File: src/rtl/prp_pkg.sv
// ----------------------------------------------------------------------------
// prp_pkg: shared types and constants of the page replacement policy block
// Field widths of the channels, policy codes, datapath commands and status.
// ----------------------------------------------------------------------------
package prp_pkg;

   // channel field widths
   localparam int PAGE_W       = 16;
   localparam int COUNT_W      = 3;
   localparam int POLICY_W     = 2;
   localparam int RECENT_PORTS = 4;

   typedef logic [POLICY_W-1:0] policy_type;

   // policy register codes; the unused code falls back to FIFO
   localparam policy_type POLICY_FIFO  = 2'd0;
   localparam policy_type POLICY_LRU   = 2'd1;
   localparam policy_type POLICY_CLOCK = 2'd2;

   // commands from the controller to the datapath
   typedef enum logic [3:0] {
      CMD_NONE,
      CMD_ACCEPT,
      CMD_LOOKUP,
      CMD_HIT,
      CMD_FILL,
      CMD_SWEEP,
      CMD_EVICT,
      CMD_NOTE,
      CMD_RESULT
   } cmd_type;

   // status from the datapath to the controller
   typedef struct packed {
      logic hit;
      logic full;
      logic sweep_busy;
      logic out_free;
   } status_type;

endpackage

File: src/rtl/prp_if.sv
// ----------------------------------------------------------------------------
// prp_if: channel interfaces of the page replacement policy block
// Request (page reference), response (lookup result) and register write.
// ----------------------------------------------------------------------------

// page reference channel
interface prp_req_if;
   logic                         valid;
   logic                         ready;
   logic [prp_pkg::PAGE_W-1:0]   page;

   modport source (output valid, output page, input ready);
   modport sink   (input valid, input page, output ready);
endinterface

// result channel
interface prp_rsp_if;
   logic                         valid;
   logic                         ready;
   logic                         hit;
   logic                         victim_valid;
   logic [prp_pkg::PAGE_W-1:0]   victim_page;
   logic [prp_pkg::COUNT_W-1:0]  frames_used;
   logic [prp_pkg::COUNT_W-1:0]  recent_count;
   logic [prp_pkg::PAGE_W-1:0]   recent_0;
   logic [prp_pkg::PAGE_W-1:0]   recent_1;
   logic [prp_pkg::PAGE_W-1:0]   recent_2;
   logic [prp_pkg::PAGE_W-1:0]   recent_3;

   modport source (output valid, output hit, output victim_valid, output victim_page,
                   output frames_used, output recent_count, output recent_0,
                   output recent_1, output recent_2, output recent_3, input ready);
   modport sink   (input valid, input hit, input victim_valid, input victim_page,
                   input frames_used, input recent_count, input recent_0,
                   input recent_1, input recent_2, input recent_3, output ready);
endinterface

// policy register write channel
interface prp_csr_if;
   logic                          valid;
   logic                          ready;
   logic [prp_pkg::POLICY_W-1:0]  data;

   modport source (output valid, output data, input ready);
   modport sink   (input valid, input data, output ready);
endinterface

File: src/rtl/prp_controller.sv
// ----------------------------------------------------------------------------
// prp_controller: sequencer of the page replacement policy block
// Steps one item through lookup, update, optional clock sweep, victim list
// update and result write, issuing one datapath command per cycle.
// ----------------------------------------------------------------------------
module prp_controller (
   input  logic                 clock,
   input  logic                 reset,
   input  logic                 in_valid,
   output logic                 in_ready,
   input  prp_pkg::status_type  status,
   output prp_pkg::cmd_type     cmd
);

   typedef enum logic [2:0] {
      ST_IDLE,
      ST_LOOKUP,
      ST_UPDATE,
      ST_NOTE,
      ST_DONE
   } state_type;

   state_type state_ff, state_in;
   logic      ready_ff;

   // command and next state
   always_comb begin
      cmd      = prp_pkg::CMD_NONE;
      state_in = state_ff;
      unique case (state_ff)
         ST_IDLE: begin
            if (in_valid) begin
               cmd      = prp_pkg::CMD_ACCEPT;
               state_in = ST_LOOKUP;
            end
         end
         ST_LOOKUP: begin
            cmd      = prp_pkg::CMD_LOOKUP;
            state_in = ST_UPDATE;
         end
         ST_UPDATE: begin
            priority if (status.hit) begin
               cmd      = prp_pkg::CMD_HIT;
               state_in = ST_DONE;
            end else if (!status.full) begin
               cmd      = prp_pkg::CMD_FILL;
               state_in = ST_DONE;
            end else if (status.sweep_busy) begin
               // clear one reference bit and move the hand
               cmd      = prp_pkg::CMD_SWEEP;
            end else begin
               cmd      = prp_pkg::CMD_EVICT;
               state_in = ST_NOTE;
            end
         end
         ST_NOTE: begin
            cmd      = prp_pkg::CMD_NOTE;
            state_in = ST_DONE;
         end
         ST_DONE: begin
            // wait for the output register to drain
            if (status.out_free) begin
               cmd      = prp_pkg::CMD_RESULT;
               state_in = ST_IDLE;
            end
         end
         default: state_in = ST_IDLE;
      endcase
   end

   // state and registered ready
   always_ff @(posedge clock) begin
      if (reset) begin
         state_ff <= ST_IDLE;
         ready_ff <= 1'b1;
      end else begin
         state_ff <= state_in;
         ready_ff <= (state_in == ST_IDLE);
      end
   end

   assign in_ready = ready_ff;

endmodule

File: src/rtl/prp_datapath.sv
// ----------------------------------------------------------------------------
// prp_datapath: frame store, replacement state and result register
// Executes the controller's commands: parallel hit compare, recency update,
// fill, FIFO / LRU / clock eviction, recent victim list and result write.
// ----------------------------------------------------------------------------
module prp_datapath #(
   parameter int FRAMES       = 4,
   parameter int PAGE_BITS    = 16,
   parameter int RECENT_DEPTH = 4
) (
   input  logic                        clock,
   input  logic                        reset,
   input  prp_pkg::cmd_type            cmd,
   output prp_pkg::status_type         status,
   input  logic [prp_pkg::PAGE_W-1:0]  in_page,
   prp_csr_if.sink                     csr_chan,
   prp_rsp_if.source                   rsp_chan
);

   localparam int IDX_W  = $clog2(FRAMES);
   localparam int FILL_W = $clog2(FRAMES + 1);
   localparam int RCNT_W = $clog2(RECENT_DEPTH + 1);
   localparam int RIDX_W = (RECENT_DEPTH > 1) ? $clog2(RECENT_DEPTH) : 1;

   // replacement state
   logic [PAGE_BITS-1:0]     frames_ff [FRAMES];
   logic [FILL_W-1:0]        filled_ff;
   logic [IDX_W-1:0]         rank_ff [FRAMES];
   logic [IDX_W-1:0]         rank_in [FRAMES];
   logic [FRAMES-1:0]        ref_ff;
   logic [IDX_W-1:0]         fifo_ff;
   logic [IDX_W-1:0]         hand_ff;
   logic [PAGE_BITS-1:0]     recent_ff [RECENT_DEPTH];
   logic [RCNT_W-1:0]        rcount_ff;
   prp_pkg::policy_type      policy_ff;

   // per item registers
   logic [PAGE_BITS-1:0]     page_ff;
   logic                     hit_ff;
   logic [IDX_W-1:0]         hit_idx_ff;
   logic [PAGE_BITS-1:0]     victim_ff;
   logic                     vvalid_ff;

   // result register
   logic                         rsp_valid_ff;
   logic                         out_hit_ff;
   logic                         out_vvalid_ff;
   logic [prp_pkg::PAGE_W-1:0]   out_victim_ff;
   logic [prp_pkg::COUNT_W-1:0]  out_frames_ff;
   logic [prp_pkg::COUNT_W-1:0]  out_rcount_ff;
   logic [prp_pkg::PAGE_W-1:0]   out_recent_ff [prp_pkg::RECENT_PORTS];
   logic [prp_pkg::PAGE_W-1:0]   recent_view [prp_pkg::RECENT_PORTS];

   logic [31:0]              in_wide;
   logic [31:0]              victim_wide;
   logic [31:0]              filled_wide;
   logic [31:0]              rcount_wide;

   logic                     hit_now;
   logic [IDX_W-1:0]         hit_idx_now;
   logic [IDX_W-1:0]         lru_idx;
   logic [FRAMES-1:0]        rank_zero;
   logic [IDX_W-1:0]         fill_slot;
   logic [IDX_W-1:0]         evict_slot;
   logic [IDX_W-1:0]         fifo_next;
   logic [IDX_W-1:0]         hand_next;
   logic                     touch_en;
   logic [IDX_W-1:0]         touch_idx;
   logic [IDX_W-1:0]         touch_old;
   logic                     full;
   logic                     out_free;
   logic                     rmatch;
   logic [RIDX_W-1:0]        ridx;
   logic                     is_lru;
   logic                     is_clock;

   assign in_wide     = 32'(in_page);
   assign victim_wide = 32'(victim_ff);
   assign filled_wide = 32'(filled_ff);
   assign rcount_wide = 32'(rcount_ff);

   assign is_lru    = (policy_ff == prp_pkg::POLICY_LRU);
   assign is_clock  = (policy_ff == prp_pkg::POLICY_CLOCK);
   assign full      = (filled_ff == FILL_W'(FRAMES));
   assign fill_slot = filled_ff[IDX_W-1:0];
   assign out_free  = !rsp_valid_ff || rsp_chan.ready;

   // hit compare over the filled frames, lowest index wins
   always_comb begin
      hit_now     = 1'b0;
      hit_idx_now = '0;
      for (int i = FRAMES - 1; i >= 0; i--) begin
         if ((FILL_W'(i) < filled_ff) && (frames_ff[i] == page_ff)) begin
            hit_now     = 1'b1;
            hit_idx_now = IDX_W'(i);
         end
      end
   end

   // least recent frame holds rank zero; ranks form a permutation
   always_comb begin
      lru_idx = '0;
      for (int i = 0; i < FRAMES; i++) begin
         rank_zero[i] = (rank_ff[i] == '0);
         if (rank_zero[i]) begin
            lru_idx = IDX_W'(i);
         end
      end
   end

   // pointer wrap
   assign fifo_next = (fifo_ff == IDX_W'(FRAMES - 1)) ? '0 : fifo_ff + 1'b1;
   assign hand_next = (hand_ff == IDX_W'(FRAMES - 1)) ? '0 : hand_ff + 1'b1;

   // eviction slot by policy
   always_comb begin
      priority if (is_lru) begin
         evict_slot = lru_idx;
      end else if (is_clock) begin
         evict_slot = hand_ff;
      end else begin
         evict_slot = fifo_ff;
      end
   end

   // recency touch select
   always_comb begin
      touch_en  = 1'b0;
      touch_idx = '0;
      unique case (cmd)
         prp_pkg::CMD_HIT: begin
            touch_en  = 1'b1;
            touch_idx = hit_idx_ff;
         end
         prp_pkg::CMD_FILL: begin
            touch_en  = is_lru;
            touch_idx = fill_slot;
         end
         prp_pkg::CMD_EVICT: begin
            touch_en  = is_lru;
            touch_idx = lru_idx;
         end
         default: touch_en = 1'b0;
      endcase
   end

   // touched frame becomes most recent, newer frames age by one
   assign touch_old = rank_ff[touch_idx];
   always_comb begin
      for (int j = 0; j < FRAMES; j++) begin
         if (IDX_W'(j) == touch_idx) begin
            rank_in[j] = IDX_W'(FRAMES - 1);
         end else if (rank_ff[j] > touch_old) begin
            rank_in[j] = rank_ff[j] - 1'b1;
         end else begin
            rank_in[j] = rank_ff[j];
         end
      end
   end

   // recent list entry equal to the loaded page, lowest index wins
   always_comb begin
      rmatch = 1'b0;
      ridx   = '0;
      for (int i = RECENT_DEPTH - 1; i >= 0; i--) begin
         if ((RCNT_W'(i) < rcount_ff) && (recent_ff[i] == page_ff)) begin
            rmatch = 1'b1;
            ridx   = RIDX_W'(i);
         end
      end
   end

   // list view for the result, entries beyond the count read as zero
   for (genvar k = 0; k < prp_pkg::RECENT_PORTS; k++) begin : g_view
      if (k < RECENT_DEPTH) begin : g_entry
         logic [31:0] entry_wide;
         assign entry_wide     = 32'(recent_ff[k]);
         assign recent_view[k] = (RCNT_W'(k) < rcount_ff) ?
                                 entry_wide[prp_pkg::PAGE_W-1:0] : '0;
      end else begin : g_none
         assign recent_view[k] = '0;
      end
   end

   // control state
   always_ff @(posedge clock) begin
      if (reset) begin
         filled_ff    <= '0;
         ref_ff       <= '0;
         fifo_ff      <= '0;
         hand_ff      <= '0;
         rcount_ff    <= '0;
         policy_ff    <= prp_pkg::POLICY_FIFO;
         rsp_valid_ff <= 1'b0;
         hit_ff       <= 1'b0;
         vvalid_ff    <= 1'b0;
         for (int i = 0; i < FRAMES; i++) begin
            rank_ff[i] <= IDX_W'(i);
         end
      end else begin
         if (csr_chan.valid) begin
            policy_ff <= csr_chan.data;
         end
         if (touch_en) begin
            rank_ff <= rank_in;
         end
         // result register handshake, a new write wins over a drain
         if (cmd == prp_pkg::CMD_RESULT) begin
            rsp_valid_ff <= 1'b1;
         end else if (rsp_chan.ready) begin
            rsp_valid_ff <= 1'b0;
         end
         unique case (cmd)
            prp_pkg::CMD_LOOKUP: begin
               hit_ff    <= hit_now;
               vvalid_ff <= 1'b0;
            end
            prp_pkg::CMD_HIT: begin
               ref_ff[hit_idx_ff] <= 1'b1;
            end
            prp_pkg::CMD_FILL: begin
               filled_ff <= filled_ff + 1'b1;
               if (is_clock) begin
                  ref_ff[fill_slot] <= 1'b1;
               end
            end
            prp_pkg::CMD_SWEEP: begin
               ref_ff[hand_ff] <= 1'b0;
               hand_ff         <= hand_next;
            end
            prp_pkg::CMD_EVICT: begin
               vvalid_ff <= 1'b1;
               if (is_clock) begin
                  ref_ff[evict_slot] <= 1'b1;
               end else if (!is_lru) begin
                  fifo_ff <= fifo_next;
               end
            end
            prp_pkg::CMD_NOTE: begin
               if (!rmatch && (rcount_ff < RCNT_W'(RECENT_DEPTH))) begin
                  rcount_ff <= rcount_ff + 1'b1;
               end
            end
            default: ;
         endcase
      end
   end

   // payload registers
   always_ff @(posedge clock) begin
      unique case (cmd)
         prp_pkg::CMD_ACCEPT: begin
            page_ff <= in_wide[PAGE_BITS-1:0];
         end
         prp_pkg::CMD_LOOKUP: begin
            hit_idx_ff <= hit_idx_now;
         end
         prp_pkg::CMD_FILL: begin
            frames_ff[fill_slot] <= page_ff;
         end
         prp_pkg::CMD_EVICT: begin
            victim_ff             <= frames_ff[evict_slot];
            frames_ff[evict_slot] <= page_ff;
         end
         prp_pkg::CMD_NOTE: begin
            if (rmatch) begin
               recent_ff[ridx] <= victim_ff;
            end else begin
               for (int i = 1; i < RECENT_DEPTH; i++) begin
                  recent_ff[i] <= recent_ff[i-1];
               end
               recent_ff[0] <= victim_ff;
            end
         end
         prp_pkg::CMD_RESULT: begin
            out_hit_ff    <= hit_ff;
            out_vvalid_ff <= vvalid_ff;
            out_victim_ff <= vvalid_ff ? victim_wide[prp_pkg::PAGE_W-1:0] : '0;
            out_frames_ff <= filled_wide[prp_pkg::COUNT_W-1:0];
            out_rcount_ff <= rcount_wide[prp_pkg::COUNT_W-1:0];
            out_recent_ff <= recent_view;
         end
         default: ;
      endcase
   end

   // status to the controller
   assign status.hit        = hit_ff;
   assign status.full       = full;
   assign status.sweep_busy = is_clock && ref_ff[hand_ff];
   assign status.out_free   = out_free;

   // ports
   assign csr_chan.ready        = 1'b1;
   assign rsp_chan.valid        = rsp_valid_ff;
   assign rsp_chan.hit          = out_hit_ff;
   assign rsp_chan.victim_valid = out_vvalid_ff;
   assign rsp_chan.victim_page  = out_victim_ff;
   assign rsp_chan.frames_used  = out_frames_ff;
   assign rsp_chan.recent_count = out_rcount_ff;
   assign rsp_chan.recent_0     = out_recent_ff[0];
   assign rsp_chan.recent_1     = out_recent_ff[1];
   assign rsp_chan.recent_2     = out_recent_ff[2];
   assign rsp_chan.recent_3     = out_recent_ff[3];

`ifndef ASSERT_OFF
   // exactly one frame is least recent at all times
   a_rank_perm: assert property (@(posedge clock) disable iff (reset)
      $onehot(rank_zero))
      else $error("recency ranks lost their permutation");

   // fill count and list count stay in range
   a_fill_range: assert property (@(posedge clock) disable iff (reset)
      (filled_ff <= FILL_W'(FRAMES)) && (rcount_ff <= RCNT_W'(RECENT_DEPTH)))
      else $error("fill or list count out of range");

   // a result is only written into a free output register
   a_result_free: assert property (@(posedge clock) disable iff (reset)
      (cmd == prp_pkg::CMD_RESULT) |-> out_free)
      else $error("result written over a pending item");

   // an eviction only happens with every frame filled
   a_evict_full: assert property (@(posedge clock) disable iff (reset)
      (cmd == prp_pkg::CMD_EVICT) |-> (full && !hit_ff))
      else $error("eviction without a full store");
`endif

endmodule

File: src/rtl/page_replacement_policy.sv
// ----------------------------------------------------------------------------
// page_replacement_policy: FIFO / LRU / clock page replacement engine
// Each item passes accept, lookup, update, a victim list note after an eviction
// and result write; under clock the hand first clears set reference bits it
// passes (<= FRAMES). Next item accepted in the cycle after the result write.
// Synchronous reset empties the store, ranks frames by index, policy FIFO.
// ----------------------------------------------------------------------------
module page_replacement_policy #(
   parameter int FRAMES       = 4,
   parameter int PAGE_BITS    = 16,
   parameter int RECENT_DEPTH = 4
) (
   input  logic        clock,
   input  logic        reset,
   prp_req_if.sink     req_chan,
   prp_rsp_if.source   rsp_chan,
   prp_csr_if.sink     csr_chan
);

   prp_pkg::cmd_type     cmd;
   prp_pkg::status_type  status;
   logic                 in_ready;

   // sequencer
   prp_controller u_ctrl (
      .clock    (clock),
      .reset    (reset),
      .in_valid (req_chan.valid),
      .in_ready (in_ready),
      .status   (status),
      .cmd      (cmd)
   );

   // frame store and replacement state
   prp_datapath #(
      .FRAMES       (FRAMES),
      .PAGE_BITS    (PAGE_BITS),
      .RECENT_DEPTH (RECENT_DEPTH)
   ) u_dp (
      .clock    (clock),
      .reset    (reset),
      .cmd      (cmd),
      .status   (status),
      .in_page  (req_chan.page),
      .csr_chan (csr_chan),
      .rsp_chan (rsp_chan)
   );

   assign req_chan.ready = in_ready;

endmodule

File: src/flat_wrapper.sv
// flat-port wrapper written by rule: the top's interface ports become plain ports
module page_replacement_policy_flat 
#(
   parameter int FRAMES       = 4,
   parameter int PAGE_BITS    = 16,
   parameter int RECENT_DEPTH = 4
)
  (clock, reset, req_chan_valid, req_chan_page, req_chan_ready, rsp_chan_valid, rsp_chan_hit, rsp_chan_victim_valid, rsp_chan_victim_page, rsp_chan_frames_used, rsp_chan_recent_count, rsp_chan_recent_0, rsp_chan_recent_1, rsp_chan_recent_2, rsp_chan_recent_3, rsp_chan_ready, csr_chan_valid, csr_chan_data, csr_chan_ready);
  prp_req_if req_chan_i ();
  prp_rsp_if rsp_chan_i ();
  prp_csr_if csr_chan_i ();
  input  logic clock;
  input  logic reset;
  input wire logic [$bits(req_chan_i.valid)-1:0] req_chan_valid;
  input wire logic [$bits(req_chan_i.page)-1:0] req_chan_page;
  output wire logic [$bits(req_chan_i.ready)-1:0] req_chan_ready;
  output wire logic [$bits(rsp_chan_i.valid)-1:0] rsp_chan_valid;
  output wire logic [$bits(rsp_chan_i.hit)-1:0] rsp_chan_hit;
  output wire logic [$bits(rsp_chan_i.victim_valid)-1:0] rsp_chan_victim_valid;
  output wire logic [$bits(rsp_chan_i.victim_page)-1:0] rsp_chan_victim_page;
  output wire logic [$bits(rsp_chan_i.frames_used)-1:0] rsp_chan_frames_used;
  output wire logic [$bits(rsp_chan_i.recent_count)-1:0] rsp_chan_recent_count;
  output wire logic [$bits(rsp_chan_i.recent_0)-1:0] rsp_chan_recent_0;
  output wire logic [$bits(rsp_chan_i.recent_1)-1:0] rsp_chan_recent_1;
  output wire logic [$bits(rsp_chan_i.recent_2)-1:0] rsp_chan_recent_2;
  output wire logic [$bits(rsp_chan_i.recent_3)-1:0] rsp_chan_recent_3;
  input wire logic [$bits(rsp_chan_i.ready)-1:0] rsp_chan_ready;
  input wire logic [$bits(csr_chan_i.valid)-1:0] csr_chan_valid;
  input wire logic [$bits(csr_chan_i.data)-1:0] csr_chan_data;
  output wire logic [$bits(csr_chan_i.ready)-1:0] csr_chan_ready;
  assign req_chan_i.valid = req_chan_valid;
  assign req_chan_i.page = req_chan_page;
  assign req_chan_ready = req_chan_i.ready;
  assign rsp_chan_valid = rsp_chan_i.valid;
  assign rsp_chan_hit = rsp_chan_i.hit;
  assign rsp_chan_victim_valid = rsp_chan_i.victim_valid;
  assign rsp_chan_victim_page = rsp_chan_i.victim_page;
  assign rsp_chan_frames_used = rsp_chan_i.frames_used;
  assign rsp_chan_recent_count = rsp_chan_i.recent_count;
  assign rsp_chan_recent_0 = rsp_chan_i.recent_0;
  assign rsp_chan_recent_1 = rsp_chan_i.recent_1;
  assign rsp_chan_recent_2 = rsp_chan_i.recent_2;
  assign rsp_chan_recent_3 = rsp_chan_i.recent_3;
  assign rsp_chan_i.ready = rsp_chan_ready;
  assign csr_chan_i.valid = csr_chan_valid;
  assign csr_chan_i.data = csr_chan_data;
  assign csr_chan_ready = csr_chan_i.ready;
  page_replacement_policy #(.FRAMES(FRAMES), .PAGE_BITS(PAGE_BITS), .RECENT_DEPTH(RECENT_DEPTH)) u_core (.clock(clock), .reset(reset), .req_chan(req_chan_i), .rsp_chan(rsp_chan_i), .csr_chan(csr_chan_i));
endmodule
File: config.mk
export PLATFORM = sky130hd
export DESIGN_NAME = page_replacement_policy_flat
export DESIGN_NICKNAME = d
export VERILOG_FILES = /design/src/rtl/prp_pkg.sv /design/src/rtl/prp_if.sv /design/src/rtl/prp_controller.sv /design/src/rtl/prp_datapath.sv /design/src/rtl/page_replacement_policy.sv /design/src/flat_wrapper.sv
export SDC_FILE = /design/constraint.sdc
export NUM_CORES = 1
export LEC_CHECK = 0
export ABC_AREA = 1
export BUFFER_PORTS_ARGS = -buffer_cell sky130_fd_sc_hd__buf_2
export CORE_MARGIN = 5
export CORE_UTILIZATION = 40
export DETAILED_ROUTE_END_ITERATION = 6
export HOLD_SLACK_MARGIN = 0.12
export SLEW_MARGIN = 20
export SYNTH_ARGS = -nofsm -noshare
export SYNTH_HDL_FRONTEND = slang
export SYNTH_SLANG_ARGS = --single-unit
File: constraint.sdc
create_clock -name clock -period 24.8 [get_ports clock]
set_input_delay 7.44 -clock clock [delete_from_list [all_inputs] [get_ports clock]]
set_output_delay 7.44 -clock clock [all_outputs]
set_load 0.02 [all_outputs]
* Yosys cells after proc, flatten, opt, wreduce, memory -nomap -nowiden
Memory sizes are Yosys's and may differ from the RTL's. A register that Yosys moved wholly into a read port is not among the register bits.
Cells that the tools add are included.
** Storage, ports and cells
- Bits in registers :: 137
- Bits in writable memories :: 128
- Bits of input ports :: 23
- Output and inout bits :: 91
- Logic and storage cells :: 217
- Memories :: 2
** Memories
- u_core.u_dp.frames_ff :: depth 4, width 16, rd ports 5, clocked after Yosys merged registers in 1, write ports 1, RTL line prp_datapath.sv:26 : logic [PAGE_BITS-1:0] frames_ff [FRAMES];
- u_core.u_dp.recent_ff :: depth 4, width 16, rd ports 4, clocked after Yosys merged registers in 0, write ports 4, RTL line prp_datapath.sv:33 : logic [PAGE_BITS-1:0] recent_ff [RECENT_DEPTH];
** Cells by class
- $add $sub $neg :: 8
- Magnitude comparators :: 22
- Equal/unequal tests :: 30
- Mux-type cells :: 79
- Bitwise logic cells :: 8
- Reductions and logical operators :: 41
** Operators with widths (number)
- equality test 16 bit :: 8
- 2-to-1 mux 2 bit :: 26
- 2-to-1 mux 16 bit :: 2
- OR reduction 16 bit :: 2
- 2-to-1 mux 1 bit :: 30
- case mux 4 bit (5 select lines) :: 1
- 2-to-1 mux 3 bit :: 6
- equality test 4 x 3 -> 1 bit, second input constant :: 4
- case mux 4 bit (4 select lines) :: 1
- case mux 3 bit (5 select lines) :: 1
- logical AND 1 bit :: 14
- less-than comparator 1 x 3 -> 1 bit, first input constant :: 4
- less-than comparator 2 x 3 -> 1 bit, first input constant :: 4
- less-than comparator 2 x 3 -> 1 bit, second input constant :: 4
- 2-to-1 mux 4 bit :: 3
- bitwise OR 4 bit :: 3
- nonzero test 2 bit :: 6
- AND reduction 2 bit :: 5
- demux 1 bit (select 2 bit) :: 4
- equality test 4 x 2 -> 1 bit, second input constant :: 2
- greater-or-equal comparator 2 x 1 -> 1 bit, second input constant :: 4
- > comparator 2 bit :: 4
- zero test 2 bit :: 4
- subtractor 2 x 1 -> 2 bit, second input constant :: 4
- 28 further kinds :: 42

* Longest topological paths before layout
- Word-level depth :: 16
- Depth in mapped cells :: 22
- Depth with buffers taken out :: 22

* By module
Synthesis repeated with hierarchy kept, for this count alone.
** Unflattened totals
- Cells, all modules :: 1346
- Area total of the unflattened synthesis :: 13495.4 sq um
** By module, submodules not included
- prp_datapath :: times used 1, cells an instance 1301, area an instance 13231.4 sq um, sequential area each 8047.7 sq um
- prp_controller :: times used 1, cells an instance 45, area an instance 264.0 sq um, sequential area each 80.1 sq um

* Least setup slack after synthesis
Ideal clock, no wire load.
- Kind :: input port to flip-flop
- Start point :: input port rsp_chan_ready
- End point :: register u_core.u_dp.rank_ff[0] (netlist name)
- Data arrival time :: 13.198 ns
- Path slack :: 11.470 ns
- Stages :: 17
- Path buffers :: 0
- Cells stage by stage :: nor2_1 nor3_2 nor2_1 nand4_1 nand2_1 nor2_1 nor2_1 inv_1 o22ai_1 a221oi_1 ha_1 o21ai_0 nand4_1 nand2_1 nand2_1 nand2_1 nand3_1
** On the way
- Cells in the longest elaborated chain, start to end :: 12
- Elaborated cells on any way between the ends :: 18
- Those cells by class :: order compare: 1; eq/ne: 4; mux: 8; bitwise: 1; reduce/logical: 4
** Ends and longest elaborated chain
- from (decl) :: RTL line flat_wrapper.sv:27 : input wire logic [$bits(rsp_chan_i.ready)-1:0] rsp_chan_ready;
- logical OR 1 bit (*) :: RTL line prp_datapath.sv:86 : assign out_free = !rsp_valid_ff || rsp_chan.ready;
- 2-to-1 mux 4 bit (*) :: RTL line prp_controller.sv:62 : if (status.out_free) begin
- case mux 4 bit (5 select lines) (*) :: RTL line prp_controller.sv:30 : unique case (state_ff)
- equality test 4 x 3 -> 1 bit / equality test 4 x 2 -> 1 bit (equally long branches) :: RTL line prp_datapath.sv:130 : unique case (cmd)
- case mux 2 bit (3 select lines) :: RTL line prp_datapath.sv:130
- NOT 2 -> 3 bit (implied by the code) :: RTL line prp_datapath.sv:148 : assign touch_old = rank_ff[touch_idx];
- binary-select mux 2 bit (select 2 bit) :: RTL line prp_datapath.sv:148
- 2-to-1 mux 2 bit (implied by the code) (2 in series) :: RTL line prp_datapath.sv:148
- > comparator 2 bit :: RTL line prp_datapath.sv:153 : end else if (rank_ff[j] > touch_old) begin
- nonzero test 2 bit (no source line)
- AND reduction 2 bit (no source line)
- to (signal, indexed assignment) :: RTL line prp_datapath.sv:198 : rank_ff[i] <= IDX_W'(i);
- to (signal assigned) :: RTL line prp_datapath.sv:205 : rank_ff <= rank_in;
- to (decl) :: RTL line prp_datapath.sv:28 : logic [IDX_W-1:0] rank_ff [FRAMES];
Every way passes the cells marked *; elsewhere a longest branch is shown, timed or not. The select of a mux whose other input is x is not followed.
A chain may end at the register's enable or synchronous reset.

* Worst setup path after layout
- Start point :: input port rsp_chan_ready
- End point :: register u_core.u_dp.rank_ff[3] (netlist name)
Same word-level chain as after synthesis.

==> qor.txt <==
Gr ovfl total - 0
Syn avg cell area - 10.8 um^2
HP Class - flop to flop
Share of layout cells above drive strength 1 - 16.5%
Unrepaired setup endpoints after global routing - no
Pre-antenna DRT Iters - 5
Final period util - 41.1%
GP Congestion - 0.940
Register area share after synthesis - 63.7%
DRT iter0 DRCs - 698
Hpwl dp - 23700 um
Status - completed
H-tree depth - 1
CP Data Arrival Time - 10.60 ns
CORE AREA - 31600 um^2
Fmax - 98.1 MHz
Slew Limit Fails - 0
Gr usage total - 17.5%
Number of synthesized register bits - 281
Number of global-route vias before repair - 8869
Minimum clock period - 10.19 ns
Rows - 65
Post-synthesis cell area - 12800 um^2
Top FF cell, synth - edfxtp_1
Hold Violations, Final - 0
Synth-to-layout area growth - 15.5%
# resized after CTS - 0
Clk root buf - clkbuf_16
CP Capture Type - flop
Antenna Cells - 0
Critical path's top delay family - simple AND/OR/NAND/NOR gates
Post-Route WL - 31900 um
Nets - 1336
First-pass GRT wire length - 49700 um
Reg clk slew, reported paths - 0.06 ns
Area of the multi-input gates - 3780 um^2
Synth Warn # - 0
Post-CTS Setup Bufs - 0
Via count - 8979
Die Height - 189 um
DRC Markers - 0
Startpoint type of the worst setup path - input port
Leak pwr - 0.00600 uW
Die ar. - 35600 um^2
Placed cell count - 1666
PortBufs - 112
Power Density - 70.6 nW/um^2
Synth async-reset ratio - 0%
Synth area leaders - edfxtp_1, nand2_1, inv_1
Seq. cell area - 8130 um^2
Via density - 5.22
Buffers & Inverters on Critical Path - 2
Critical Path RT - 25.21 ns
Worst clock skew - 0.0137 ns
VDD IR max - 0.0492 mV
TritonCTS buffer count - 30
Skew-Pair Late Insertion Delay - 0.56 ns
Initial Util - 40.4%
Die X-Extent - 189 um
Setup CP Type - input port to flop
Max incr delay on CP - 0.60 ns
Antenna violations before repair - 0
Clock buffer depth - 3
R2r setup slk - 20.25 ns
Most common cell in the netlist - edfxtp_1
CTS tree - done
Hold_buf cts - 0
Post-synth EDFFs - 250
Worst path cell trace - buf_2 -> nor2_1 -> nor3_4 -> nor2_1 -> nand4_1 -> nand2_1 -> nor2_1 -> nor2_1 -> inv_1 -> o22ai_1 -> a221oi_1 -> ha_1 -> o21ai_0 -> nand4_1 -> nand2_1 -> nand2_1 -> nand2_1 -> nand3_1
Syn Nets - 1220
Slew HR - 22.2%
# setup viols final - 0
Post-Layout Cell Count - 1721
CTS sink count - 281
Largest net degree at the start of global routing - 75
Top-area cell type share of the netlist area - 58.8%
Count of different cell masters after synthesis - 54
Worst Tran Pin Value - 1.14 ns
Fillers - 2946
Synth Instances - 1180
Final setup TNS - 0 ns
Drt wl/cell - 18.5 um
Max FO, Critical Path - 16
Max stage delay cell, worst path - nor3_4
Leading cell types by count after synthesis - edfxtp_1, nand2_1, inv_1
Antenna Violating Nets Remaining - 0
Ports - 114
Cell taking the most area after synthesis - edfxtp_1
Max Cap Viol - 0
## worst reg2reg max path: stages, from the launching register on
cell and delay [ns]:
dfxtp_1 0.53, inv_1 0.16, ha_1 0.25, nand2_1 0.14, nor3_2 0.07, nand2_1 0.40, inv_1 0.53, o21ai_0 0.30
nand2_1 0.09, nor2_1 0.20, nor2_1 0.11, inv_1 0.09, o22ai_1 0.07, a221oi_1 0.50, ha_1 0.35, o21ai_0 0.18
nand4_1 0.12, nand2_1 0.14, nand2_1 0.06, nand2_1 0.06, nand3_1 0.05
## cell usage in the layout, fill, tap and decap left out, types with 10 or more instances in the layout
| cell type | count |
|---|---|
| nand3_1 | 37 |
| xnor2_1 | 10 |
| inv_2 | 15 |
| nand4_1 | 25 |
| o21ai_0 | 79 |
| o221ai_1 | 13 |
| nand2_1 | 175 |
| dfxtp_1 | 31 |
| buf_2 | 112 |
| ha_1 | 17 |
| nor3_1 | 25 |
| buf_4 | 10 |
| inv_1 | 169 |
| a22oi_1 | 16 |
| o22ai_1 | 26 |
| nor2_1 | 103 |
| edfxtp_1 | 250 |
| xor2_1 | 36 |
| clkbuf_16 | 30 |
| a21oi_1 | 34 |
## through the flow
stage | util, % | hold slack (ns) | worst slack (ns) | total power (uW) | cell area [um^2]
detailed placement | 43.5 | 0.475 | 14.02 | 606 | 13700
global route | 46.7 | 0.511 | 14.23 | 1080 | 14700
floorplan | - | 0.403 | 11.47 | 583 | 12800
global placement | 43.5 | 0.464 | 14.13 | 605 | 13700
CTS | 46.7 | 0.490 | 14.61 | 1050 | 14700
finish | 46.7 | 0.487 | 14.61 | 1040 | 14700
## kinds of logic (layout without fill, tap and decap cells)
group | after synthesis | in the layout | synth area share [%]
AND/OR/NAND/NOR | 406 | 406 | 14.4
flip-flops | 281 | 281 | 63.7
buffers and inverters | 224 | 363 | 7.09
AO/OA/AOI/OAI | 204 | 204 | 9.92
XOR/XNOR | 46 | 46 | 3.16
adder cells (fa/ha/maj) | 17 | 17 | 1.67
other | 1 | 1 | 0.0294
multiplexers | 1 | 1 | 0.0784
## layout make-up
type | count | share of cell area (%)
sequential | 281 | 55.2
multi-input combinational | 675 | 25.6
clock buffer | 38 | 5.50
inverter | 186 | 4.76
timing repair buffer | 122 | 4.31
tap | 402 | 3.41
clock inverter | 17 | 1.21
## final timing paths
path                                  to  cells past startpoint                startpoint
max               u_core.u_dp.rank_ff[3]                     18            rsp_chan_ready
max reg2reg       u_core.u_dp.rank_ff[3]                     20  u_core.u_dp.filled_ff[0]
min          u_core.u_dp.recent_ff[0][2]                      0  u_core.u_dp.victim_ff[2]
min reg2reg  u_core.u_dp.recent_ff[0][2]                      0  u_core.u_dp.victim_ff[2]
## registers in the layout (all words and copies together) (netlist names), 16 cells and up
register	flops
u_core.u_dp.rsp_chan.victim_page	16
u_core.u_dp.rsp_chan.recent_0	16
u_core.u_dp.victim_ff	16
u_core.u_dp.frames_ff	64
u_core.u_dp.rsp_chan.recent_1	16
u_core.u_dp.rsp_chan.recent_2	16
u_core.u_dp.rsp_chan.recent_3	16
u_core.u_dp.page_ff	16
u_core.u_dp.recent_ff	64
## report_power, final
group          total, uW  leakage, uW  switching, uW  internal (uW)
Sequential           534      0.00254           12.3            522
Combinational       62.2      0.00298           42.8           19.3
Clock                444     0.000478            182            262
Total               1040      0.00600            237            803
## layer usage
| metal | part of all wire (%) | track usage [%] |
|---|---|---|
| met4 | 2.5 | 4.96 |
| met1 | 44 | 23.9 |
| met2 | 47 | 29.3 |
| met5 | 0 | 0 |
| met3 | 6.3 | 2.76 |
Note: power is estimated with default switching activity, not from simulation.
